**src/rtl/core/cpuaff_pkg.sv**
```systemverilog
// Package for the CPU affinity mask generator.
// Holds shared widths, codes, state and status types used by all core modules.
// No dependencies.
package cpuaff_pkg;

    localparam int MAX_CPUS_DEF = 64;
    localparam int CNT_W        = 7;
    localparam int ID_W         = 6;
    localparam int DIVD_W       = 12;
    localparam int CFG_IDX_W    = 3;

    localparam logic [CFG_IDX_W-1:0] CFG_AVAIL_MASK = 3'd0;
    localparam logic [CFG_IDX_W-1:0] CFG_ONLINE     = 3'd1;
    localparam logic [CFG_IDX_W-1:0] CFG_TASKS      = 3'd2;
    localparam logic [CFG_IDX_W-1:0] CFG_REQ_CPT    = 3'd3;
    localparam logic [CFG_IDX_W-1:0] CFG_START      = 3'd4;
    localparam logic [CFG_IDX_W-1:0] CFG_REVERSE    = 3'd5;

    localparam logic REQ_LOAD = 1'b0;

    typedef enum logic [1:0] {
        ST_LOADED = 2'd0,
        ST_MASK   = 2'd1,
        ST_SKIP   = 2'd2,
        ST_ERROR  = 2'd3
    } t_status;

    typedef enum logic [3:0] {
        S_IDLE,
        S_SCAN,
        S_CHECK,
        S_DIV_CPT,
        S_MUL,
        S_POS_GO,
        S_DIV_POS,
        S_MAP_RD,
        S_RANK,
        S_ACC,
        S_DONE
    } t_state;

    typedef struct packed {
        logic             done;
        logic [CNT_W-1:0] avail_cnt;
        logic [CNT_W-1:0] lim_cnt;
    } t_rank_stat;

    typedef struct packed {
        logic              done;
        logic [DIVD_W-1:0] quotient;
        logic [CNT_W-1:0]  remainder;
    } t_div_res;

endpackage

```
**src/rtl/core/cpuaff_div.sv**
```systemverilog
// Restoring divider, one quotient bit per cycle.
// Depends on cpuaff_pkg for widths and the result struct.
module cpuaff_div
    import cpuaff_pkg::*;
(
    input  logic              i_clk,
    input  logic              i_rst_n,
    input  logic              i_start,
    input  logic [DIVD_W-1:0] i_dividend,
    input  logic [CNT_W-1:0]  i_divisor,
    output t_div_res          o_res
);

    localparam int STEP_W = $clog2(DIVD_W);

    logic              r_busy;
    logic              r_done;
    logic [STEP_W-1:0] r_step;
    logic [DIVD_W-1:0] r_quo;
    logic [CNT_W-1:0]  r_rem;
    logic [CNT_W-1:0]  r_div;
    logic [CNT_W:0]    trial;
    logic              fits;

    assign trial = {r_rem, r_quo[DIVD_W-1]};
    assign fits  = trial >= {1'b0, r_div};

    always_ff @(posedge i_clk) begin
        if (!i_rst_n) begin
            r_busy <= 1'b0;
            r_done <= 1'b0;
            r_step <= '0;
        end else begin
            r_done <= 1'b0;
            if (i_start) begin
                r_busy <= 1'b1;
                r_step <= '0;
            end else if (r_busy) begin
                r_step <= r_step + 1'b1;
                if (r_step == STEP_W'(DIVD_W - 1)) begin
                    r_busy <= 1'b0;
                    r_done <= 1'b1;
                end
            end
        end
    end

    always_ff @(posedge i_clk) begin
        if (i_start) begin
            r_quo <= i_dividend;
            r_rem <= '0;
            r_div <= i_divisor;
        end else if (r_busy) begin
            if (fits) begin
                r_rem <= CNT_W'(trial - {1'b0, r_div});
            end else begin
                r_rem <= trial[CNT_W-1:0];
            end
            r_quo <= {r_quo[DIVD_W-2:0], fits};
        end
    end

    assign o_res.done      = r_done;
    assign o_res.quotient  = r_quo;
    assign o_res.remainder = r_rem;

endmodule

```
**src/rtl/core/cpuaff_map.sv**
```systemverilog
// Position map memory: physical position to logical CPU id.
// Depends on cpuaff_pkg for the id width.
module cpuaff_map
    import cpuaff_pkg::*;
#(
    parameter int MAX_CPUS = MAX_CPUS_DEF
) (
    input  logic                        i_clk,
    input  logic                        i_we,
    input  logic [$clog2(MAX_CPUS)-1:0] i_waddr,
    input  logic [ID_W-1:0]             i_wdata,
    input  logic [$clog2(MAX_CPUS)-1:0] i_raddr,
    output logic [ID_W-1:0]             o_rdata
);

    logic [ID_W-1:0] r_mem [MAX_CPUS];
    logic [ID_W-1:0] r_rdata;

    // Writes happen only when the block is idle, so reads never collide.
    always_ff @(posedge i_clk) begin
        if (i_we) begin
            r_mem[i_waddr] <= i_wdata;
        end
        r_rdata <= r_mem[i_raddr];
    end

    assign o_rdata = r_rdata;

endmodule

```
**src/rtl/core/cpuaff_rank.sv**
```systemverilog
// Rank table builder: scans the available mask and stores the CPU number of each
// usable CPU by rank. Depends on cpuaff_pkg for counts and the status struct.
module cpuaff_rank
    import cpuaff_pkg::*;
#(
    parameter int MAX_CPUS = MAX_CPUS_DEF
) (
    input  logic                        i_clk,
    input  logic                        i_rst_n,
    input  logic                        i_start,
    input  logic [MAX_CPUS-1:0]         i_avail,
    input  logic [CNT_W-1:0]            i_online,
    input  logic [$clog2(MAX_CPUS)-1:0] i_raddr,
    output logic [$clog2(MAX_CPUS)-1:0] o_rdata,
    output t_rank_stat                  o_stat
);

    localparam int IW = $clog2(MAX_CPUS);

    logic [IW-1:0]    r_mem [MAX_CPUS];
    logic [IW-1:0]    r_rdata;
    logic             r_busy;
    logic             r_done;
    logic [IW-1:0]    r_idx;
    logic [CNT_W-1:0] r_avail_cnt;
    logic [CNT_W-1:0] r_lim_cnt;
    logic             in_limit;

    assign in_limit = CNT_W'(r_idx) < i_online;

    always_ff @(posedge i_clk) begin
        if (!i_rst_n) begin
            r_busy      <= 1'b0;
            r_done      <= 1'b0;
            r_idx       <= '0;
            r_avail_cnt <= '0;
            r_lim_cnt   <= '0;
        end else begin
            r_done <= 1'b0;
            if (i_start) begin
                r_busy      <= 1'b1;
                r_idx       <= '0;
                r_avail_cnt <= '0;
                r_lim_cnt   <= '0;
            end else if (r_busy) begin
                if (i_avail[r_idx]) begin
                    r_avail_cnt <= r_avail_cnt + 1'b1;
                    if (in_limit) begin
                        r_lim_cnt <= r_lim_cnt + 1'b1;
                    end
                end
                if (r_idx == IW'(MAX_CPUS - 1)) begin
                    r_busy <= 1'b0;
                    r_done <= 1'b1;
                end else begin
                    r_idx <= r_idx + 1'b1;
                end
            end
        end
    end

    always_ff @(posedge i_clk) begin
        if (r_busy && i_avail[r_idx] && in_limit) begin
            r_mem[r_lim_cnt[IW-1:0]] <= r_idx;
        end
        r_rdata <= r_mem[i_raddr];
    end

    assign o_rdata          = r_rdata;
    assign o_stat.done      = r_done;
    assign o_stat.avail_cnt = r_avail_cnt;
    assign o_stat.lim_cnt   = r_lim_cnt;

endmodule

```
**src/rtl/core/cpu_affinity_mask_gen.sv**
```systemverilog
// Top level of the CPU affinity mask generator.
// Depends on cpuaff_pkg, cpuaff_div, cpuaff_map and cpuaff_rank.
//
// A load transaction writes one position map entry. Its result passes through the
// done state into the output register. A generate transaction first scans the
// available mask into a rank table. Unless the task is skipped, it then divides
// once or twice in a shared 12-step divider, and walks the position map, reading
// the map entry and then the rank table entry for each CPU. With a derived CPU
// count the CPUs per task are first divided out of the available count; with an
// explicit count only the position is divided. A skipped task goes from the scan
// check straight to the result, and a map error ends the walk early. The next
// input can be accepted in the same cycle that the result becomes valid. One
// transaction is in work at a time; the finished result sits in an output register
// so a new input can be accepted while it waits.
module cpu_affinity_mask_gen
    import cpuaff_pkg::*;
#(
    parameter int MAX_CPUS = MAX_CPUS_DEF
) (
    input  logic                 i_clk,
    input  logic                 i_rst_n,
    input  logic                 i_cfg_we,
    input  logic [CFG_IDX_W-1:0] i_cfg_idx,
    input  logic [63:0]          i_cfg_data,
    input  logic                 i_in_valid,
    output logic                 o_in_stall,
    input  logic                 i_req_type,
    input  logic [ID_W-1:0]      i_map_index,
    input  logic [ID_W-1:0]      i_map_cpu_id,
    input  logic [ID_W-1:0]      i_task_id,
    output logic                 o_out_valid,
    input  logic                 i_out_stall,
    output logic [63:0]          o_cpu_mask,
    output logic [1:0]           o_status
);

    localparam int IW = $clog2(MAX_CPUS);

    logic [MAX_CPUS-1:0] r_avail;
    logic [CNT_W-1:0]    r_online;
    logic [CNT_W-1:0]    r_tasks;
    logic [CNT_W-1:0]    r_req_cpt;
    logic [ID_W-1:0]     r_start;
    logic                r_reverse;

    t_state              r_state, n_state;
    logic [ID_W-1:0]     r_task_id, n_task_id;
    logic [CNT_W-1:0]    r_cpt, n_cpt;
    logic [CNT_W-1:0]    r_pos, n_pos;
    logic [CNT_W-1:0]    r_k, n_k;
    logic [DIVD_W-1:0]   r_prod, n_prod;
    logic [MAX_CPUS-1:0] r_mask, n_mask;
    t_status             r_res_status, n_res_status;
    logic                r_out_valid, n_out_valid;
    logic [MAX_CPUS-1:0] r_out_mask, n_out_mask;
    t_status             r_out_status, n_out_status;

    logic                in_accept;
    logic                map_we;
    logic [IW-1:0]       map_raddr;
    logic [ID_W-1:0]     map_rdata;
    logic                rank_start;
    logic [IW-1:0]       rank_raddr;
    logic [IW-1:0]       rank_rdata;
    t_rank_stat          rank_stat;
    logic                div_start;
    logic [DIVD_W-1:0]   div_dividend;
    logic [CNT_W-1:0]    div_divisor;
    t_div_res            div_res;

    logic [CNT_W-1:0]    avail_cnt;
    logic [CNT_W-1:0]    tasks_eff;
    logic                skip;
    logic                cpt_derive;
    logic                id_bad;
    logic [CNT_W-1:0]    pos_next;
    logic [CNT_W-1:0]    rem_pos;

    assign in_accept = i_in_valid && !o_in_stall;
    assign o_in_stall = (r_state != S_IDLE);
    assign map_we = in_accept && (i_req_type == REQ_LOAD) &&
                    ({1'b0, i_map_index} < CNT_W'(MAX_CPUS));

    always_ff @(posedge i_clk) begin
        if (!i_rst_n) begin
            r_avail   <= '1;
            r_online  <= CNT_W'(64);
            r_tasks   <= CNT_W'(1);
            r_req_cpt <= '0;
            r_start   <= '0;
            r_reverse <= 1'b0;
        end else if (i_cfg_we) begin
            case (i_cfg_idx)
                CFG_AVAIL_MASK: r_avail   <= i_cfg_data[MAX_CPUS-1:0];
                CFG_ONLINE:     r_online  <= i_cfg_data[CNT_W-1:0];
                CFG_TASKS:      r_tasks   <= i_cfg_data[CNT_W-1:0];
                CFG_REQ_CPT:    r_req_cpt <= i_cfg_data[CNT_W-1:0];
                CFG_START:      r_start   <= i_cfg_data[ID_W-1:0];
                CFG_REVERSE:    r_reverse <= i_cfg_data[0];
                default: ;
            endcase
        end
    end

    cpuaff_map #(
        .MAX_CPUS(MAX_CPUS)
    ) u_map (
        .i_clk   (i_clk),
        .i_we    (map_we),
        .i_waddr (i_map_index[IW-1:0]),
        .i_wdata (i_map_cpu_id),
        .i_raddr (map_raddr),
        .o_rdata (map_rdata)
    );

    cpuaff_rank #(
        .MAX_CPUS(MAX_CPUS)
    ) u_rank (
        .i_clk    (i_clk),
        .i_rst_n  (i_rst_n),
        .i_start  (rank_start),
        .i_avail  (r_avail),
        .i_online (r_online),
        .i_raddr  (rank_raddr),
        .o_rdata  (rank_rdata),
        .o_stat   (rank_stat)
    );

    cpuaff_div u_div (
        .i_clk      (i_clk),
        .i_rst_n    (i_rst_n),
        .i_start    (div_start),
        .i_dividend (div_dividend),
        .i_divisor  (div_divisor),
        .o_res      (div_res)
    );

    assign avail_cnt  = rank_stat.avail_cnt;
    assign tasks_eff  = (r_tasks == '0) ? CNT_W'(1) : r_tasks;
    assign skip       = (avail_cnt <= CNT_W'(1)) ||
                        ((tasks_eff <= CNT_W'(1)) && (r_req_cpt == '0)) ||
                        (tasks_eff > avail_cnt);
    assign cpt_derive = (r_req_cpt == '0) || (r_req_cpt > avail_cnt);
    assign id_bad     = ({1'b0, map_rdata} >= avail_cnt) ||
                        ({1'b0, map_rdata} >= rank_stat.lim_cnt);
    assign rem_pos    = r_reverse ? (avail_cnt - CNT_W'(1) - div_res.remainder)
                                  : div_res.remainder;

    always_comb begin
        if (r_reverse) begin
            pos_next = (r_pos == '0) ? (avail_cnt - CNT_W'(1)) : (r_pos - CNT_W'(1));
        end else begin
            pos_next = (r_pos + CNT_W'(1) == avail_cnt) ? '0 : (r_pos + CNT_W'(1));
        end
    end

    always_comb begin
        n_state      = r_state;
        n_task_id    = r_task_id;
        n_cpt        = r_cpt;
        n_pos        = r_pos;
        n_k          = r_k;
        n_prod       = r_prod;
        n_mask       = r_mask;
        n_res_status = r_res_status;
        n_out_valid  = r_out_valid && i_out_stall;
        n_out_mask   = r_out_mask;
        n_out_status = r_out_status;
        rank_start   = 1'b0;
        div_start    = 1'b0;
        div_dividend = r_prod;
        div_divisor  = avail_cnt;
        map_raddr    = r_pos[IW-1:0];
        rank_raddr   = map_rdata[IW-1:0];
        case (r_state)
            S_IDLE: begin
                if (in_accept) begin
                    n_mask    = '0;
                    n_task_id = i_task_id;
                    if (i_req_type == REQ_LOAD) begin
                        n_res_status = ST_LOADED;
                        n_state      = S_DONE;
                    end else begin
                        rank_start = 1'b1;
                        n_state    = S_SCAN;
                    end
                end
            end
            S_SCAN: begin
                if (rank_stat.done) begin
                    n_state = S_CHECK;
                end
            end
            S_CHECK: begin
                div_dividend = DIVD_W'(avail_cnt);
                div_divisor  = tasks_eff;
                if (skip) begin
                    n_res_status = ST_SKIP;
                    n_state      = S_DONE;
                end else if (cpt_derive) begin
                    div_start = 1'b1;
                    n_state   = S_DIV_CPT;
                end else begin
                    n_cpt   = r_req_cpt;
                    n_state = S_MUL;
                end
            end
            S_DIV_CPT: begin
                if (div_res.done) begin
                    n_cpt   = div_res.quotient[CNT_W-1:0];
                    n_state = S_MUL;
                end
            end
            S_MUL: begin
                n_prod  = DIVD_W'(r_task_id) * DIVD_W'(r_cpt) + DIVD_W'(r_start);
                n_state = S_POS_GO;
            end
            S_POS_GO: begin
                div_start = 1'b1;
                n_state   = S_DIV_POS;
            end
            S_DIV_POS: begin
                if (div_res.done) begin
                    n_pos   = rem_pos;
                    n_k     = '0;
                    n_state = S_MAP_RD;
                end
            end
            S_MAP_RD: begin
                n_state = S_RANK;
            end
            S_RANK: begin
                if (id_bad) begin
                    n_res_status = ST_ERROR;
                    n_mask       = '0;
                    n_state      = S_DONE;
                end else begin
                    n_state = S_ACC;
                end
            end
            S_ACC: begin
                n_mask[rank_rdata] = 1'b1;
                if (r_k + CNT_W'(1) == r_cpt) begin
                    n_res_status = ST_MASK;
                    n_state      = S_DONE;
                end else begin
                    n_k       = r_k + CNT_W'(1);
                    n_pos     = pos_next;
                    map_raddr = pos_next[IW-1:0];
                    n_state   = S_RANK;
                end
            end
            S_DONE: begin
                if (!r_out_valid || !i_out_stall) begin
                    n_out_valid  = 1'b1;
                    n_out_mask   = r_mask;
                    n_out_status = r_res_status;
                    n_state      = S_IDLE;
                end
            end
            default: begin
                n_state = S_IDLE;
            end
        endcase
    end

    always_ff @(posedge i_clk) begin
        if (!i_rst_n) begin
            r_state     <= S_IDLE;
            r_out_valid <= 1'b0;
        end else begin
            r_state     <= n_state;
            r_out_valid <= n_out_valid;
        end
    end

    always_ff @(posedge i_clk) begin
        r_task_id    <= n_task_id;
        r_cpt        <= n_cpt;
        r_pos        <= n_pos;
        r_k          <= n_k;
        r_prod       <= n_prod;
        r_mask       <= n_mask;
        r_res_status <= n_res_status;
        r_out_mask   <= n_out_mask;
        r_out_status <= n_out_status;
    end

    assign o_out_valid = r_out_valid;
    assign o_cpu_mask  = 64'(r_out_mask);
    assign o_status    = r_out_status;

endmodule
```
**config.mk**
```make
export PLATFORM = sky130hd
export DESIGN_NAME = cpu_affinity_mask_gen
export DESIGN_NICKNAME = d
export VERILOG_FILES = /design/src/rtl/core/cpuaff_pkg.sv /design/src/rtl/core/cpuaff_div.sv /design/src/rtl/core/cpuaff_map.sv /design/src/rtl/core/cpuaff_rank.sv /design/src/rtl/core/cpu_affinity_mask_gen.sv
export SDC_FILE = /design/constraint.sdc
export NUM_CORES = 2
export LEC_CHECK = 0
export BUFFER_PORTS_ARGS = -buffer_cell sky130_fd_sc_hd__buf_4
export CORE_ASPECT_RATIO = 0.6
export CORE_MARGIN = 3
export CORE_UTILIZATION = 35
export DETAILED_ROUTE_END_ITERATION = 8
export MAX_ROUTING_LAYER = met4
export PLACE_DENSITY_LB_ADDON = 0.25
export SLEW_MARGIN = 20
export SYNTH_ARGS = -nofsm -noshare
export SYNTH_HDL_FRONTEND = slang
export SYNTH_SLANG_ARGS = --single-unit
export TNS_END_PERCENT = 10
```
**constraint.sdc**
```tcl
create_clock -name i_clk -period 7.6 [get_ports i_clk]
set_clock_uncertainty 0.1 [all_clocks]
set_input_delay 0.76 -clock i_clk [delete_from_list [all_inputs] [get_ports i_clk]]
set_output_delay 0.76 -clock i_clk [all_outputs]
set_load 0.01 [all_outputs]
```
==> metrics.md <==
| Metric | Value |
|---|---|
| Status | complete, no violations |
| H-tree depth | 3 |
| Final worst path period need | between 5 and 6 ns |
| Power Dens Cells | 290 nW/um2 |
| Worst Setup Start Kind | flip-flop |
| Synth cell types | 75 |
| CTS clk-pin slew, worst paths | around 0.07 ns |
| Pin count of the biggest net entering global routing | 97 |
| Worst reg2reg setup slack | 2.16 ns |
| Number of synthesized flops with an enable pin | 958 |
| Worst reg2reg path endpoint | u_map.o_rdata[0] |
| Vias in the first global route | about 26000 |
| Starting density of the core | 35.5% |
| CP max FO | 92 |
| LEAKAGE | between 15 and 20 nW |
| Final setup fails | 0 |
| CP required | 8.11 ns |
| Final worst path period share | roughly 70% |
| Grt total ovfl | 0 |
| MaxCap Viol Count | 0 |
| PostCTS Resize Cnt | 0 |
| Drc violations | 0 |
| Initial antenna violation count | 7 |
| Pre-antenna DRT Iters | 6 |
| Layout cell share with drive strength beyond 1 | ~16% |
| Switching Power | 4.35 mW |
| Power share of the clock group | roughly 34% |
| Hold crit path type | in2reg |
| Post-synthesis register bit count | 1102 |
| Hold-fix buffers, CTS | 0 |
| Arrival @ worst endpoint | 5.95 ns |
| Max Root-Sink Buffers | 3 |
| Syn_nets | roughly 3400 |
| Worst vdd ir | approximately 0.18 mV |
| Clk sinks | 1102 |
| Slew Viols, Final | 0 |
| Max-Slew Margin vs Limit | between 20% and 30% |
| Hold Path End | r_avail[30] |
| Register area share after synthesis | 67.4% |
| Dpl hpwl | 79100 um |
| WHS Path Cells | 3 |
| Routed wire length | 122000 um |
| Rows | 103 |
| Setup TNS | 0 ns |
| Crit. End Element | flip-flop |
| Routed Antenna Nets | 0 |
| Routed WL per cell | roughly 23 um |
| Worst-margin pin slew | 1.08 ns |
| Fmax | 0.184 GHz |
| Die ar. | 139000 um2 |
| Flop pwr share | 47.4% |
| Combinational group share of total power | 18.2% |
| Synth-to-Final Area Change | 13.8% |
| Clk_lat worst skew | 0.74 ns |
| Cells on worst reg2reg path | 13 |
| Vias per inst | 5.22 |
| Die H | 290 um |
| CTS root buf | clkbuf_16 |
| DIE WIDTH | 479 um |
| Primary FF master, synth | edfxtp_1 |
| Cell Area, Synth | 46900 um2 |
| Power, Total | 15.5 mW |
| Total CTS buffers | slightly above 100 |
| Most common cell after layout, fill and taps aside | edfxtp_1 |
| Fillcell total | around 12000 |
| Post-CTS setup buffers | 0 |
| Asr flop ratio synth | 0% |
| Setup CP Type | reg2reg |
| Global placer's final weighted congestion | 0.859 |
| Final Hold Vio Count | 0 |
| Switch share | 28.0% |
| Mean Syn Cell Area | 14.5 um2 |
| GRT Util Overall | 18.0% |
| IO Port Bufs | about 160 |
| Via Count | 27260 |
| RSZ-0062 raised after global routing | false |
| Most frequent cells in the layout | edfxtp_1, nand2_1, nor2_1 |
| CTS tree | built |
| Drt initial violations | 2872 |
| P_int | 11.2 mW |
| Core Region | around 130000 um2 |
| HP Start | i_cfg_data[30] |
| Nets | 3548 |
| First-pass GRT wire length | between 150000 and 200000 um |
| R2R Path Start | r_pos[0] |
| Io pins | 159 |
| Syn. warnings | 0 |
| Mapped Cells | 3226 |
==> cell families (layout without fill, tap and decap cells) <==
group	count (synthesis)	count (layout)	share of synthesized area (%)
DFF	1102	1102	67.4
and+or+nand+nor	988	988	9.51
AOI/OAI and AO/OA	369	369	5.02
muxes	319	319	10.8
buffers and inverters	267	475	2.53
adders and majority gates	109	109	3.31
xor gates and xnor gates	72	72	1.43
other	0	5	0
==> Yosys cell counts, drive strengths merged, types with 33 or more instances <==
cell,instances,area [um2]
a21oi,138,694
edfxtp,958,28800
nand3,121,611
clkbuf,103,387
mux2i,164,1640
dfxtp,144,2880
and2,42,263
buf,80,487
o22ai,38,238
nand2,364,1370
nor2,283,1060
ha,84,1050
mux4,147,3310
inv,82,308
nor2b,33,206
xnor2,49,429
o21ai,51,259
==> worst max path at each step <==
stage / from / endpoint / slack (ns) / depth (start not counted)
floorplan: u_map.o_rdata[0] / r_mask[0] / 1.20 / 15
global placement: r_k[0] / u_map.o_rdata[2] / 2.31 / 15
detailed placement: r_k[0] / u_map.o_rdata[2] / 2.18 / 15
CTS: r_k[0] / u_map.o_rdata[2] / 2.22 / 15
global route: r_pos[0] / u_map.o_rdata[0] / 1.77 / 13
finish: r_pos[0] / u_map.o_rdata[0] / 2.16 / 13
==> state kept, by name, summed over array words and instances (netlist names), 12 cells and up <==
register and flops:
o_cpu_mask 64, r_avail 64, r_mask 64, r_prod 12, u_div.r_quo 12, u_map.r_mem 384
u_rank.r_mem 384
==> worst max-delay path, cell delays in order, from the launching register on <==
cell and delay [ns]:
edfxtp_1 0.54, ha_1 0.35, nand3_1 0.16, or3_1 0.41
a211oi_2 0.21, o2111ai_1 0.22, o31ai_2 0.44, mux2_8 0.81
buf_4 0.59, mux2i_1 0.25, o221ai_1 0.13, a31oi_1 0.45
nor3_1 0.11, or4_1 0.52
==> power groups by stage <==
stage | combinational [mW] | clock (mW) | sequential [mW]
after CTS | 2.85 | 5.46 | 7.35
final | 2.82 | 5.33 | 7.35
after floorplan | 1.99 | 0 | 7.31
after detailed placement | 2.84 | 0 | 7.48
after global routing | 3.12 | 5.71 | 7.40
after global placement | 2.82 | 0 | 7.47
==> metal layers <==
metal	part of all wire (%)	wire [um]	up-vias	track usage [%]
met5	0	0	-	-
met4	1.5	1830	0	3.33
met3	8.9	10900	135	4.30
met2	39	48000	1010	22.9
met1	50	61200	13745	28.5
li1	-	-	12370	-
==> cell type report <==
class | instances | area, um2 | area share, %
well taps | 1785 | 2230 | 4.18
repair buffers | 201 | 1520 | 2.85
diodes | 5 | 12.5 | 0.0234
clock inverters | 57 | 691 | 1.29
clock buffers | 133 | 2770 | 5.19
flip-flops and latches | 1102 | 31700 | 59.3
inverters | 84 | 315 | 0.590
multi-input cells | 1857 | 14200 | 26.6
==> stage by stage <==
stage | area (um2) | util, % | hold WS, ns | worst slack (ns) | std cells
after floorplan | 46900 | - | 0.300 | 1.20 | 3226
after global placement | 49900 | 37.7 | 0.322 | 2.31 | 5028
after detailed placement | 49900 | 37.7 | 0.305 | 2.18 | 5028
after CTS | 53400 | 40.3 | 0.0749 | 2.22 | 5218
after global routing | 53400 | 40.4 | 0.109 | 1.77 | 5221
final | 53400 | 40.4 | 0.145 | 2.16 | 5224
Power figures use the tool's default switching activity.
